$ cat src/rtl/core/ddw_pkg.sv
// Shared types, constants and calendar functions for the date difference block
package ddw_pkg;

	localparam int YEAR_MAX = 9999;

	localparam int DAYNUM_W = 22;
	localparam int MTOT_W   = 17;

	localparam logic [12:0] RECIP_100   = 13'd5243;
	localparam int          RECIP_100_S = 19;
	localparam logic [22:0] RECIP_7     = 23'd4793491;
	localparam int          RECIP_7_S   = 25;
	localparam logic [15:0] RECIP_3     = 16'd43691;
	localparam int          RECIP_3_S   = 17;

	typedef struct packed {
		logic                ok;
		logic                leap;
		logic [4:0]          day;
		logic [3:0]          month;
		logic [DAYNUM_W-1:0] daynum;
	} date_info_t;

	typedef struct packed {
		logic                err;
		logic [DAYNUM_W-1:0] total_days;
		logic [MTOT_W-1:0]   mtot;
		logic [4:0]          days;
		logic [DAYNUM_W-1:0] n1;
		logic [DAYNUM_W-1:0] n2;
	} diff_t;

	typedef struct packed {
		logic        date_error;
		logic [13:0] age_years;
		logic [3:0]  age_months;
		logic [4:0]  age_days;
		logic [16:0] total_months;
		logic [21:0] total_days;
		logic [18:0] total_weeks;
		logic [2:0]  birth_weekday;
		logic [2:0]  today_weekday;
	} res_t;

	function automatic logic [4:0] month_len(input logic [3:0] m, input logic leap);
		logic [4:0] len;
		case (m)
			4'd2: len = leap ? 5'd29 : 5'd28;
			4'd4, 4'd6, 4'd9, 4'd11: len = 5'd30;
			default: len = 5'd31;
		endcase
		return len;
	endfunction

	function automatic logic [8:0] days_before(input logic [3:0] m);
		logic [8:0] n;
		case (m)
			4'd2:  n = 9'd31;
			4'd3:  n = 9'd59;
			4'd4:  n = 9'd90;
			4'd5:  n = 9'd120;
			4'd6:  n = 9'd151;
			4'd7:  n = 9'd181;
			4'd8:  n = 9'd212;
			4'd9:  n = 9'd243;
			4'd10: n = 9'd273;
			4'd11: n = 9'd304;
			4'd12: n = 9'd334;
			default: n = 9'd0;
		endcase
		return n;
	endfunction

endpackage

$ cat src/rtl/core/ddw_in_if.sv
// Input channel carrying one birth date and one current date
interface ddw_in_if #(parameter int YEAR_WIDTH = 14) ();
	logic                  valid;
	logic                  ready;
	logic [4:0]            birth_day;
	logic [3:0]            birth_month;
	logic [YEAR_WIDTH-1:0] birth_year;
	logic [4:0]            today_day;
	logic [3:0]            today_month;
	logic [YEAR_WIDTH-1:0] today_year;

	modport source(output valid, birth_day, birth_month, birth_year, today_day, today_month,
		today_year, input ready);
	modport sink(input valid, birth_day, birth_month, birth_year, today_day, today_month,
		today_year, output ready);
endinterface

$ cat src/rtl/core/ddw_out_if.sv
// Output channel carrying the age, totals and weekdays of one date pair
interface ddw_out_if ();
	logic        valid;
	logic        ready;
	logic        date_error;
	logic [13:0] age_years;
	logic [3:0]  age_months;
	logic [4:0]  age_days;
	logic [16:0] total_months;
	logic [21:0] total_days;
	logic [18:0] total_weeks;
	logic [2:0]  birth_weekday;
	logic [2:0]  today_weekday;

	modport source(output valid, date_error, age_years, age_months, age_days, total_months,
		total_days, total_weeks, birth_weekday, today_weekday, input ready);
	modport sink(input valid, date_error, age_years, age_months, age_days, total_months,
		total_days, total_weeks, birth_weekday, today_weekday, output ready);
endinterface

$ cat src/rtl/core/ddw_date.sv
// Three-stage date check and day-number pipeline for one date
module ddw_date #(
	parameter int YEAR_WIDTH = 14
) (
	input  logic                  clk,
	input  logic                  en,
	input  logic [4:0]            day,
	input  logic [3:0]            month,
	input  logic [YEAR_WIDTH-1:0] year,
	output ddw_pkg::date_info_t   info_s3,
	output logic [YEAR_WIDTH-1:0] year_s3
);
	import ddw_pkg::*;

	localparam int QW = YEAR_WIDTH - 6;
	localparam int PW = YEAR_WIDTH + 13;

	logic [PW-1:0]         q_prod;
	logic [4:0]            day_s1;
	logic [3:0]            month_s1;
	logic [YEAR_WIDTH-1:0] year_s1;
	logic [QW-1:0]         q_s1;
	logic                  y_ok_s1;
	logic                  m_ok_s1;

	logic [YEAR_WIDTH-1:0] hund;
	logic                  century;
	logic                  leap;
	logic [4:0]            mlen;
	logic [4:0]            day_s2;
	logic [3:0]            month_s2;
	logic [YEAR_WIDTH-1:0] year_s2;
	logic [YEAR_WIDTH-1:0] p_s2;
	logic [QW-1:0]         qp_s2;
	logic                  ok_s2;
	logic                  leap_s2;

	logic [DAYNUM_W-1:0]   daynum;

	assign q_prod = PW'(year) * PW'(RECIP_100);

	always_ff @(posedge clk) begin
		if (en) begin
			day_s1   <= day;
			month_s1 <= month;
			year_s1  <= year;
			q_s1     <= q_prod[PW-1:RECIP_100_S];
			y_ok_s1  <= (year != '0) && (32'(year) <= YEAR_MAX);
			m_ok_s1  <= (month >= 4'd1) && (month <= 4'd12);
		end
	end

	assign hund    = YEAR_WIDTH'(q_s1) * YEAR_WIDTH'(100);
	assign century = (year_s1 == hund);
	assign leap    = (year_s1[1:0] == 2'd0) && (!century || (q_s1[1:0] == 2'd0));
	assign mlen    = month_len(month_s1, leap);

	always_ff @(posedge clk) begin
		if (en) begin
			day_s2   <= day_s1;
			month_s2 <= month_s1;
			year_s2  <= year_s1;
			p_s2     <= year_s1 - YEAR_WIDTH'(1);
			qp_s2    <= q_s1 - QW'(century);
			leap_s2  <= leap;
			ok_s2    <= y_ok_s1 && m_ok_s1 && (day_s1 != 5'd0) && (day_s1 <= mlen);
		end
	end

	assign daynum = DAYNUM_W'(p_s2) * DAYNUM_W'(365) + DAYNUM_W'(p_s2 >> 2)
		- DAYNUM_W'(qp_s2) + DAYNUM_W'(qp_s2 >> 2) + DAYNUM_W'(days_before(month_s2))
		+ DAYNUM_W'((month_s2 > 4'd2) && leap_s2) + DAYNUM_W'(day_s2) - DAYNUM_W'(1);

	always_ff @(posedge clk) begin
		if (en) begin
			info_s3.ok     <= ok_s2;
			info_s3.leap   <= leap_s2;
			info_s3.day    <= day_s2;
			info_s3.month  <= month_s2;
			info_s3.daynum <= daynum;
			year_s3        <= year_s2;
		end
	end

endmodule

$ cat src/rtl/core/ddw_diff.sv
// Order check, day difference, month count and day borrow stage
module ddw_diff #(
	parameter int YEAR_WIDTH = 14
) (
	input  logic                  clk,
	input  logic                  en,
	input  ddw_pkg::date_info_t   birth,
	input  ddw_pkg::date_info_t   today,
	input  logic [YEAR_WIDTH-1:0] birth_year,
	input  logic [YEAR_WIDTH-1:0] today_year,
	output ddw_pkg::diff_t        diff_s4
);
	import ddw_pkg::*;

	logic                  borrow;
	logic [4:0]            prev_len;
	logic [4:0]            anchor;
	logic [4:0]            days;
	logic [YEAR_WIDTH-1:0] dy;
	logic [MTOT_W-1:0]     mtot;

	assign borrow   = today.day < birth.day;
	assign prev_len = (today.month == 4'd1) ? 5'd31 : month_len(today.month - 4'd1, today.leap);
	assign anchor   = (birth.day < prev_len) ? birth.day : prev_len;
	assign days     = borrow ? (prev_len - anchor + today.day) : (today.day - birth.day);
	assign dy       = today_year - birth_year;
	assign mtot     = MTOT_W'(dy) * MTOT_W'(12) + MTOT_W'(today.month) - MTOT_W'(birth.month)
		- MTOT_W'(borrow);

	always_ff @(posedge clk) begin
		if (en) begin
			diff_s4.err        <= !birth.ok || !today.ok || (birth.daynum > today.daynum);
			diff_s4.total_days <= today.daynum - birth.daynum;
			diff_s4.mtot       <= mtot;
			diff_s4.days       <= days;
			diff_s4.n1         <= birth.daynum;
			diff_s4.n2         <= today.daynum;
		end
	end

endmodule

$ cat src/rtl/core/ddw_div.sv
// Reciprocal division by 7 and 12 and result assembly, two stages
module ddw_div (
	input  logic           clk,
	input  logic           en,
	input  ddw_pkg::diff_t diff,
	output ddw_pkg::res_t  res_s6
);
	import ddw_pkg::*;

	localparam int P7W = DAYNUM_W + 23;
	localparam int P3W = MTOT_W - 2 + 16;
	localparam int Q7W = P7W - RECIP_7_S;
	localparam int Q3W = P3W - RECIP_3_S;

	logic [DAYNUM_W-1:0] nb;
	logic [DAYNUM_W-1:0] nt;
	logic [P7W-1:0]      wk_prod;
	logic [P7W-1:0]      b_prod;
	logic [P7W-1:0]      t_prod;
	logic [P3W-1:0]      m_prod;

	logic                err_s5;
	logic [DAYNUM_W-1:0] total_days_s5;
	logic [MTOT_W-1:0]   mtot_s5;
	logic [4:0]          days_s5;
	logic [DAYNUM_W-1:0] nb_s5;
	logic [DAYNUM_W-1:0] nt_s5;
	logic [Q7W-1:0]      qwk_s5;
	logic [Q7W-1:0]      qb_s5;
	logic [Q7W-1:0]      qt_s5;
	logic [Q3W-1:0]      qy_s5;

	assign nb      = diff.n1 + DAYNUM_W'(1);
	assign nt      = diff.n2 + DAYNUM_W'(1);
	assign wk_prod = P7W'(diff.total_days) * P7W'(RECIP_7);
	assign b_prod  = P7W'(nb) * P7W'(RECIP_7);
	assign t_prod  = P7W'(nt) * P7W'(RECIP_7);
	assign m_prod  = P3W'(diff.mtot[MTOT_W-1:2]) * P3W'(RECIP_3);

	always_ff @(posedge clk) begin
		if (en) begin
			err_s5        <= diff.err;
			total_days_s5 <= diff.total_days;
			mtot_s5       <= diff.mtot;
			days_s5       <= diff.days;
			nb_s5         <= nb;
			nt_s5         <= nt;
			qwk_s5        <= wk_prod[P7W-1:RECIP_7_S];
			qb_s5         <= b_prod[P7W-1:RECIP_7_S];
			qt_s5         <= t_prod[P7W-1:RECIP_7_S];
			qy_s5         <= m_prod[P3W-1:RECIP_3_S];
		end
	end

	always_ff @(posedge clk) begin
		if (en) begin
			if (err_s5) begin
				res_s6 <= '{date_error: 1'b1, default: '0};
			end else begin
				res_s6.date_error    <= 1'b0;
				res_s6.age_years     <= 14'(qy_s5);
				res_s6.age_months    <= mtot_s5[3:0] - qy_s5[3:0] * 4'd12;
				res_s6.age_days      <= days_s5;
				res_s6.total_months  <= mtot_s5;
				res_s6.total_days    <= total_days_s5;
				res_s6.total_weeks   <= qwk_s5[18:0];
				res_s6.birth_weekday <= nb_s5[2:0] - qb_s5[2:0] * 3'd7;
				res_s6.today_weekday <= nt_s5[2:0] - qt_s5[2:0] * 3'd7;
			end
		end
	end

endmodule

$ cat src/rtl/core/date_difference_and_weekday.sv
// Top level: six-stage date difference and weekday pipeline
// Each input transfer passes through every stage in order, from the date check to the result assembly, before
// its result appears on the output channel. Throughput: one date pair per cycle while the output is not stalled.
// A stalled output holds every stage in place; nothing is dropped or repeated.
// Reset clears the stage valid bits only; the pipeline is empty after reset.
module date_difference_and_weekday #(
	parameter int YEAR_WIDTH = 14
) (
	input logic       clk,
	input logic       arst_n,
	ddw_in_if.sink    dates,
	ddw_out_if.source result
);
	import ddw_pkg::*;

	logic                  en;
	logic [6:1]            v_q;
	date_info_t            birth_s3;
	date_info_t            today_s3;
	logic [YEAR_WIDTH-1:0] birth_year_s3;
	logic [YEAR_WIDTH-1:0] today_year_s3;
	diff_t                 diff_s4;
	res_t                  res_s6;

	assign en          = !v_q[6] || result.ready;
	assign dates.ready = en;

	always_ff @(posedge clk or negedge arst_n) begin
		if (!arst_n) begin
			v_q <= '0;
		end else if (en) begin
			v_q <= {v_q[5:1], dates.valid};
		end
	end

	ddw_date #(.YEAR_WIDTH(YEAR_WIDTH)) u_birth (
		.clk     (clk),
		.en      (en),
		.day     (dates.birth_day),
		.month   (dates.birth_month),
		.year    (dates.birth_year),
		.info_s3 (birth_s3),
		.year_s3 (birth_year_s3)
	);

	ddw_date #(.YEAR_WIDTH(YEAR_WIDTH)) u_today (
		.clk     (clk),
		.en      (en),
		.day     (dates.today_day),
		.month   (dates.today_month),
		.year    (dates.today_year),
		.info_s3 (today_s3),
		.year_s3 (today_year_s3)
	);

	ddw_diff #(.YEAR_WIDTH(YEAR_WIDTH)) u_diff (
		.clk        (clk),
		.en         (en),
		.birth      (birth_s3),
		.today      (today_s3),
		.birth_year (birth_year_s3),
		.today_year (today_year_s3),
		.diff_s4    (diff_s4)
	);

	ddw_div u_div (
		.clk    (clk),
		.en     (en),
		.diff   (diff_s4),
		.res_s6 (res_s6)
	);

	assign result.valid         = v_q[6];
	assign result.date_error    = res_s6.date_error;
	assign result.age_years     = res_s6.age_years;
	assign result.age_months    = res_s6.age_months;
	assign result.age_days      = res_s6.age_days;
	assign result.total_months  = res_s6.total_months;
	assign result.total_days    = res_s6.total_days;
	assign result.total_weeks   = res_s6.total_weeks;
	assign result.birth_weekday = res_s6.birth_weekday;
	assign result.today_weekday = res_s6.today_weekday;

endmodule
$ cat src/flat_wrapper.sv
// flat-port wrapper written by rule: the top's interface ports become plain ports
module date_difference_and_weekday_flat import ddw_pkg::*;
#(
	parameter int YEAR_WIDTH = 14
)
  (clk, arst_n, dates_valid, dates_birth_day, dates_birth_month, dates_birth_year, dates_today_day, dates_today_month, dates_today_year, dates_ready, result_valid, result_date_error, result_age_years, result_age_months, result_age_days, result_total_months, result_total_days, result_total_weeks, result_birth_weekday, result_today_weekday, result_ready);
  ddw_in_if #(.YEAR_WIDTH(YEAR_WIDTH)) dates_i ();
  ddw_out_if result_i ();
  input logic clk;
  input logic arst_n;
  input wire logic [$bits(dates_i.valid)-1:0] dates_valid;
  input wire logic [$bits(dates_i.birth_day)-1:0] dates_birth_day;
  input wire logic [$bits(dates_i.birth_month)-1:0] dates_birth_month;
  input wire logic [$bits(dates_i.birth_year)-1:0] dates_birth_year;
  input wire logic [$bits(dates_i.today_day)-1:0] dates_today_day;
  input wire logic [$bits(dates_i.today_month)-1:0] dates_today_month;
  input wire logic [$bits(dates_i.today_year)-1:0] dates_today_year;
  output wire logic [$bits(dates_i.ready)-1:0] dates_ready;
  output wire logic [$bits(result_i.valid)-1:0] result_valid;
  output wire logic [$bits(result_i.date_error)-1:0] result_date_error;
  output wire logic [$bits(result_i.age_years)-1:0] result_age_years;
  output wire logic [$bits(result_i.age_months)-1:0] result_age_months;
  output wire logic [$bits(result_i.age_days)-1:0] result_age_days;
  output wire logic [$bits(result_i.total_months)-1:0] result_total_months;
  output wire logic [$bits(result_i.total_days)-1:0] result_total_days;
  output wire logic [$bits(result_i.total_weeks)-1:0] result_total_weeks;
  output wire logic [$bits(result_i.birth_weekday)-1:0] result_birth_weekday;
  output wire logic [$bits(result_i.today_weekday)-1:0] result_today_weekday;
  input wire logic [$bits(result_i.ready)-1:0] result_ready;
  assign dates_i.valid = dates_valid;
  assign dates_i.birth_day = dates_birth_day;
  assign dates_i.birth_month = dates_birth_month;
  assign dates_i.birth_year = dates_birth_year;
  assign dates_i.today_day = dates_today_day;
  assign dates_i.today_month = dates_today_month;
  assign dates_i.today_year = dates_today_year;
  assign dates_ready = dates_i.ready;
  assign result_valid = result_i.valid;
  assign result_date_error = result_i.date_error;
  assign result_age_years = result_i.age_years;
  assign result_age_months = result_i.age_months;
  assign result_age_days = result_i.age_days;
  assign result_total_months = result_i.total_months;
  assign result_total_days = result_i.total_days;
  assign result_total_weeks = result_i.total_weeks;
  assign result_birth_weekday = result_i.birth_weekday;
  assign result_today_weekday = result_i.today_weekday;
  assign result_i.ready = result_ready;
  date_difference_and_weekday #(.YEAR_WIDTH(YEAR_WIDTH)) u_core (.clk(clk), .arst_n(arst_n), .dates(dates_i), .result(result_i));
endmodule
$ cat config.mk
export PLATFORM = sky130hd
export DESIGN_NAME = date_difference_and_weekday_flat
export DESIGN_NICKNAME = d
export VERILOG_FILES = /design/src/rtl/core/ddw_pkg.sv /design/src/rtl/core/ddw_in_if.sv /design/src/rtl/core/ddw_out_if.sv /design/src/rtl/core/ddw_date.sv /design/src/rtl/core/ddw_diff.sv /design/src/rtl/core/ddw_div.sv /design/src/rtl/core/date_difference_and_weekday.sv /design/src/flat_wrapper.sv
export SDC_FILE = /design/constraint.sdc
export NUM_CORES = 2
export LEC_CHECK = 0
export ABC_AREA = 1
export BUFFER_PORTS_ARGS = -buffer_cell sky130_fd_sc_hd__buf_2
export CAP_MARGIN = 20
export CORE_ASPECT_RATIO = 1.4
export CORE_MARGIN = 1
export CORE_UTILIZATION = 45
export DETAILED_ROUTE_END_ITERATION = 10
export SETUP_SLACK_MARGIN = 0.02
export SYNTH_ARGS = -nofsm -noshare
export SYNTH_HDL_FRONTEND = slang
export SYNTH_HIERARCHICAL = 1
export SYNTH_SLANG_ARGS = --single-unit
$ cat constraint.sdc
create_clock -name clk -period 8.93 [get_ports clk]
set_input_delay 1.3395 -clock clk [delete_from_list [all_inputs] [get_ports clk]]
set_output_delay 1.3395 -clock clk [all_outputs]
set_load 0.1 [all_outputs]
Word level (Yosys, flattened, before mapping) --
Memories as Yosys holds them, arrays and structs flattened. A register that Yosys moved wholly into a read port is not among the register bits. Index checks and enable logic that the tools add are counted.
Cells by class: $add $sub $neg 32, multipliers 14, magnitude comparators 13, equality and inequality tests 18, muxes and demuxes 12, reductions and logical operators 35
Operators by type and width (count):
- 2-to-1 mux 88 bit | 1
- multiplier 22 x 23 -> 28 bit, second input constant | 2
- multiplier 14 x 13 -> 27 bit, second input constant | 2
- adder 22 x 1 -> 22 bit | 2
- adder 22 x 1 -> 22 bit, second input constant | 2
- adder 22 x 12 -> 22 bit | 2
- adder 22 x 5 -> 22 bit | 2
- adder 22 x 6 -> 22 bit | 2
- adder 22 x 9 -> 22 bit | 2
- multiplier 14 x 9 -> 22 bit, second input constant | 2
- multiplier 22 x 23 -> 44 bit, second input constant | 1
- subtractor 22 x 1 -> 22 bit, second input constant | 2
- subtractor 22 x 8 -> 22 bit | 2
- multiplier 15 x 16 -> 31 bit, second input constant | 1
- == test 14 bit | 2
- less-or-equal comparator 14 bit, second input constant | 2
- nonzero test 14 bit | 2
- subtractor 14 x 1 -> 14 bit, second input constant | 2
- == test 4 x 3 -> 1 bit, second input constant | 6
- == test 4 bit, second input constant | 6
- multiplier 8 x 5 -> 12 bit, second input constant | 2
- greater-than comparator 22 bit | 1
- subtractor 22 bit | 1
- adder 17 x 4 -> 17 bit | 1
- other kinds (29) | 74
Word-level totals: register bits after elaboration 526, memory bits (read-only) 288, input bits 50, output and inout port bits 90, word-level logic and storage cells 189, memories kept 2
Memory list:
- (no name shown) | depth 16, bits a word 9, read ports 1, clocked after memory_dff 1, wr ports 0, line ddw_pkg.sv:57 | case (m)
- (no name shown) | depth 16, bits a word 9, read ports 1, clocked after memory_dff 1, wr ports 0, line ddw_pkg.sv:57

Depth between registers and ports, before layout --
depth in word-level cells 10, gate-level depth with buffers 31, gate-level depth less buffers 31

Cells and area by module --
The synthesis kept the hierarchy.
Modules (own cells, without submodules):
- ddw_date | instances 2, cells each 1375, area each 14158.6 um2
- ddw_div | instances 1, cells each 3176, area each 27263.6 um2
- ddw_diff | instances 1, cells each 720, area each 6672.6 um2
- date_difference_and_weekday | instances 1, cells each 25, area each 235.2 um2

Worst setup path before layout --
Ideal clock, no wire load.
path type input port to flip-flop, start point in result_ready, end point reg with a tool-made name, library setup time 130 ps, arrival 7274 ps, path slack 1527 ps, cell stages on the path 6, path buffers 0, cell sequence inv_1 nand2_4 o21ai_0 ha_1 nand3_1 nand3_1
RTL lines:
- start: declaration | line flat_wrapper.sv:29 | input wire logic [$bits(result_i.ready)-1:0] result_ready;

Final worst setup path --
start point reg u_core/u_diff/diff_s4[22] (netlist name), end point reg u_core.u_div.qb_s5[2], data pin
On the way: word-level cells in the longest chain between the ends 2
Ends and longest elaborated chain:
- adder 22 x 1 -> 22 bit | line ddw_div.sv:33 | assign nb = diff.n1 + DAYNUM_W'(1);
- multiplier 22 x 23 -> 28 bit | line ddw_div.sv:36 | assign b_prod = P7W'(nb) * P7W'(RECIP_7);
- via u_core.u_div.b_prod[27] | line ddw_div.sv:18 | logic [P7W-1:0] b_prod;
- end signal: assignment | line ddw_div.sv:49 | qb_s5 <= b_prod[P7W-1:RECIP_7_S];
- end: declaration | line ddw_div.sv:29 | logic [Q7W-1:0] qb_s5;
The timed path passes the listed nets, and every way through them passes these cells. A chain may end at the register's enable or synchronous reset.

==> metrics.md <==
| Metric | Value |
|---|---|
| Status | `completed` |
| Hold endpoint | `u_core/u_birth/year_s3[8]` |
| Instance count of the mapped netlist | `~6700` |
| Setup repair after global routing missed its margin | `false` |
| R2R cell count | `25` |
| Final Max Tran Viols | `0` |
| Critical Path AT | `just under 7 ns` |
| Area of the core region | `0.138 mm²` |
| Total negative slack | `0 ns` |
| Most used cell along the critical path | `sky130_fd_sc_hd__fa_1` |
| Detailed Routing Iterations Pass 1 | `5` |
| Post-route fraction of the period consumed by the critical path | `between 70 and 80%` |
| Net count after synthesis | `approximately 8500` |
| Latest clock arrival within the worst-skew pair | `0.67 ns` |
| Number of cells traversed by the worst hold path | `0` |
| Violation count after the first detailed-route iteration | `between 1500 and 2000` |
| Maximum number of pins on one net before global-route repair | `~110` |
| Chip Width | `~320 µm` |
| Slack of the worst reg-to-reg path | `2.48 ns` |
| CTS tree | `built` |
| Slew at the pin with the worst max-slew slack | `1.01 ns` |
| Final Worst Setup Slack | `2.48 ns` |
| Setup fix buffers added after clock tree synthesis | `0` |
| Final core utilization | `between 40% and 50%` |
| I/O pins | `140` |
| Antenna violations before repair | `5` |
| Normalized max-slew margin | `about a third` |
| Max Clock Skew | `0.0182 ns` |
| Clock root buffer master | `sky130_fd_sc_hd__clkbuf_16` |
| Clock Sinks | `542` |
| Biggest cell delay along the critical path | `0.51 ns` |
| Hold_sp | `u_core/u_birth/year_s2[8]` |
| Post-detailed-route via-to-cell ratio | `~5` |
| Clock-pin slew on the worst setup and hold paths | `approximately 0.070 ns` |
| Time the final worst path needs with I/O delays and setup | `6.45 ns` |
| Kind of capture point of the worst setup path | `flip-flop` |
| Total track usage | `21.0%` |
| Avg Cell Area, Syn | `around 9.4 µm²` |
| Total of fill cells in the finished design | `~13000` |
| Clock buffer depth | `3` |
| Clock buffers created by TritonCTS | `57` |
| Port Buffer Count | `approximately 140` |
| Wire length of the first global-routing pass | `~230000 µm` |
| Fin nets | `8662` |
| Number of buffers and inverters on the critical path | `4` |
| Share of cells above drive strength 1 | `under 10%` |
| Count of endpoints failing setup in the final report | `0` |
| Starting density of the core | `45.4%` |
| Max-cap violation count | `0` |
| Number of antenna-violating nets in the routed design | `0` |
| Detailed-route wire length | `roughly 140000 µm` |
| HPWL after detailed placement | `between 100000 and 150000 µm` |
| HP Class | `reg -> reg` |
| Synthesis Warnings | `6` |
| Worst Setup Slack post-DPL | `around 2.5 ns` |
| Cell type of the slowest stage on the worst timing path | `sky130_fd_sc_hd__edfxtp_1` |
| Area Growth Syn to Fin | `7.93%` |
| Critical path type | `reg -> reg` |
| RD Place Congestion | `approximately 0.9` |
| Via count of the routed design | `between 40000 and 50000` |
| Total congestion overflow | `0` |
| Quantity of hold-fixing buffers added after cts | `0` |
| Number of placement rows | `between 150 and 200` |
| F_max | `approximately 0.16 GHz` |
| Startpoint kind of the worst setup timing path | `flip-flop` |
| H-tree depth | `2` |
| Die Height | `443 µm` |
| Worst flop-to-flop path endpoint | `u_core/u_div/qb_s5[2]` |
| Average wire per standard cell | `approximately 17 µm` |
| Number of global-route vias before repair | `44700` |
| Crit path required time | `9.36 ns` |
| Largest delay contributor family on the critical path | `adder cells` |
| Final Hold Viols | `0` |
| Post-CTS resize count | `0` |
| Total Die Area | `0.140 mm²` |
| Reg-to-reg startpoint | `u_core/u_diff/diff_s4[22]` |
| Post-route DRC | `0` |
| Cell area after synthesis | `roughly 0.062 mm²` |
| Maximum fanout along the worst path | `7` |
## registers in the layout (all words and copies together), names as in the netlist, 17 cells and up, named ones only
register	count
u_core/u_div/total_days_s5	22
u_core/u_div/res_s6	86
u_core/u_today/info_s3	33
u_core/u_birth/info_s3	32
u_core/u_diff/diff_s4	89
u_core/u_div/mtot_s5	17
u_core/u_div/qwk_s5	19
## cell usage in the layout (no fill, tap or decap), drive strengths merged, types with 20 or more instances in the layout
cell    count
buf       147
nand3     215
a21o       33
xnor2      79
inv      1746
nand2    1050
fa        637
nor2      427
edfxtp    518
a21oi     253
o21ai     138
nand4      87
nor3       53
o21bai     28
ha       1113
xor2      139
nand3b     20
clkbuf     65
## cell type report
class                           count  area [µm²]  share of cell area, %
Multi-Input combinational cell   4379       39800                   59.1
Sequential cell                   542       16100                   23.8
Inverter                         1735        6510                   9.66
Tap cell                         1793        2240                   3.33
Clock buffer                       65        1470                   2.18
Timing Repair Buffer              147         781                   1.16
Clock inverter                     37         509                  0.755
Antenna cell                        3        7.51                 0.0111
## metal layers
layer / global-route usage, % / vias up / part of all wire, %
met1: 24.3 / 20400 / 41
met3: 1.79 / 241 / 2.5
met2: 39.5 / 593 / 52
met5: 0 / - / 0
met4: 8.09 / 0 / 4.3
li1: - / 21400 / -
## worst register-to-register path: stages (launching register included)
cell and delay (ns):
sky130_fd_sc_hd__edfxtp_1 0.51, sky130_fd_sc_hd__ha_1 0.27, sky130_fd_sc_hd__nand2_1 0.11, sky130_fd_sc_hd__nor2_1 0.32
sky130_fd_sc_hd__nand2_1 0.12, sky130_fd_sc_hd__xor2_1 0.30, sky130_fd_sc_hd__inv_1 0.08, sky130_fd_sc_hd__ha_1 0.29
sky130_fd_sc_hd__inv_1 0.05, sky130_fd_sc_hd__fa_1 0.50, sky130_fd_sc_hd__inv_1 0.05, sky130_fd_sc_hd__fa_1 0.42
sky130_fd_sc_hd__fa_1 0.45, sky130_fd_sc_hd__fa_1 0.48, sky130_fd_sc_hd__fa_1 0.49, sky130_fd_sc_hd__inv_1 0.05
sky130_fd_sc_hd__fa_1 0.43, sky130_fd_sc_hd__ha_1 0.33, sky130_fd_sc_hd__nand2_1 0.09, sky130_fd_sc_hd__nor2_1 0.13
sky130_fd_sc_hd__nor3b_1 0.29, sky130_fd_sc_hd__nand3_1 0.14, sky130_fd_sc_hd__a21oi_1 0.15, sky130_fd_sc_hd__nor2_1 0.06
sky130_fd_sc_hd__nand2_1 0.06, sky130_fd_sc_hd__nand2_1 0.05
## through the flow
step | hold WS (ns) | instances | cell area (µm²)
2_1_floorplan | 0.400 | 6670 | 62500
3_3_place_gp | 0.402 | 8596 | 65400
3_5_place_dp | 0.405 | 8596 | 65400
4_1_cts | 0.419 | 8698 | 67400
5_1_grt | 0.428 | 8700 | 67400
6_report | 0.418 | 8701 | 67400
## how the worst max path moves through the flow
stage	from	to	slack, ns	depth (start not counted)
2_1_floorplan	result_ready	flip-flop	1.54	6
3_5_place_dp	u_core/u_diff/diff_s4[22]	u_core/u_div/qb_s5[2]	2.50	25
6_report	u_core/u_diff/diff_s4[22]	u_core/u_div/qb_s5[2]	2.48	25
5_1_grt	u_core/u_diff/diff_s4[0]	u_core/u_div/qt_s5[2]	2.06	29
4_1_cts	u_core/u_diff/diff_s4[22]	u_core/u_div/qb_s5[2]	2.48	25
3_3_place_gp	u_core/u_diff/diff_s4[22]	u_core/u_div/qb_s5[2]	2.56	25
Power is left out: the tool's default activity adds up to more than one toggle a clock period on the data nets, which glitch-free logic cannot reach.
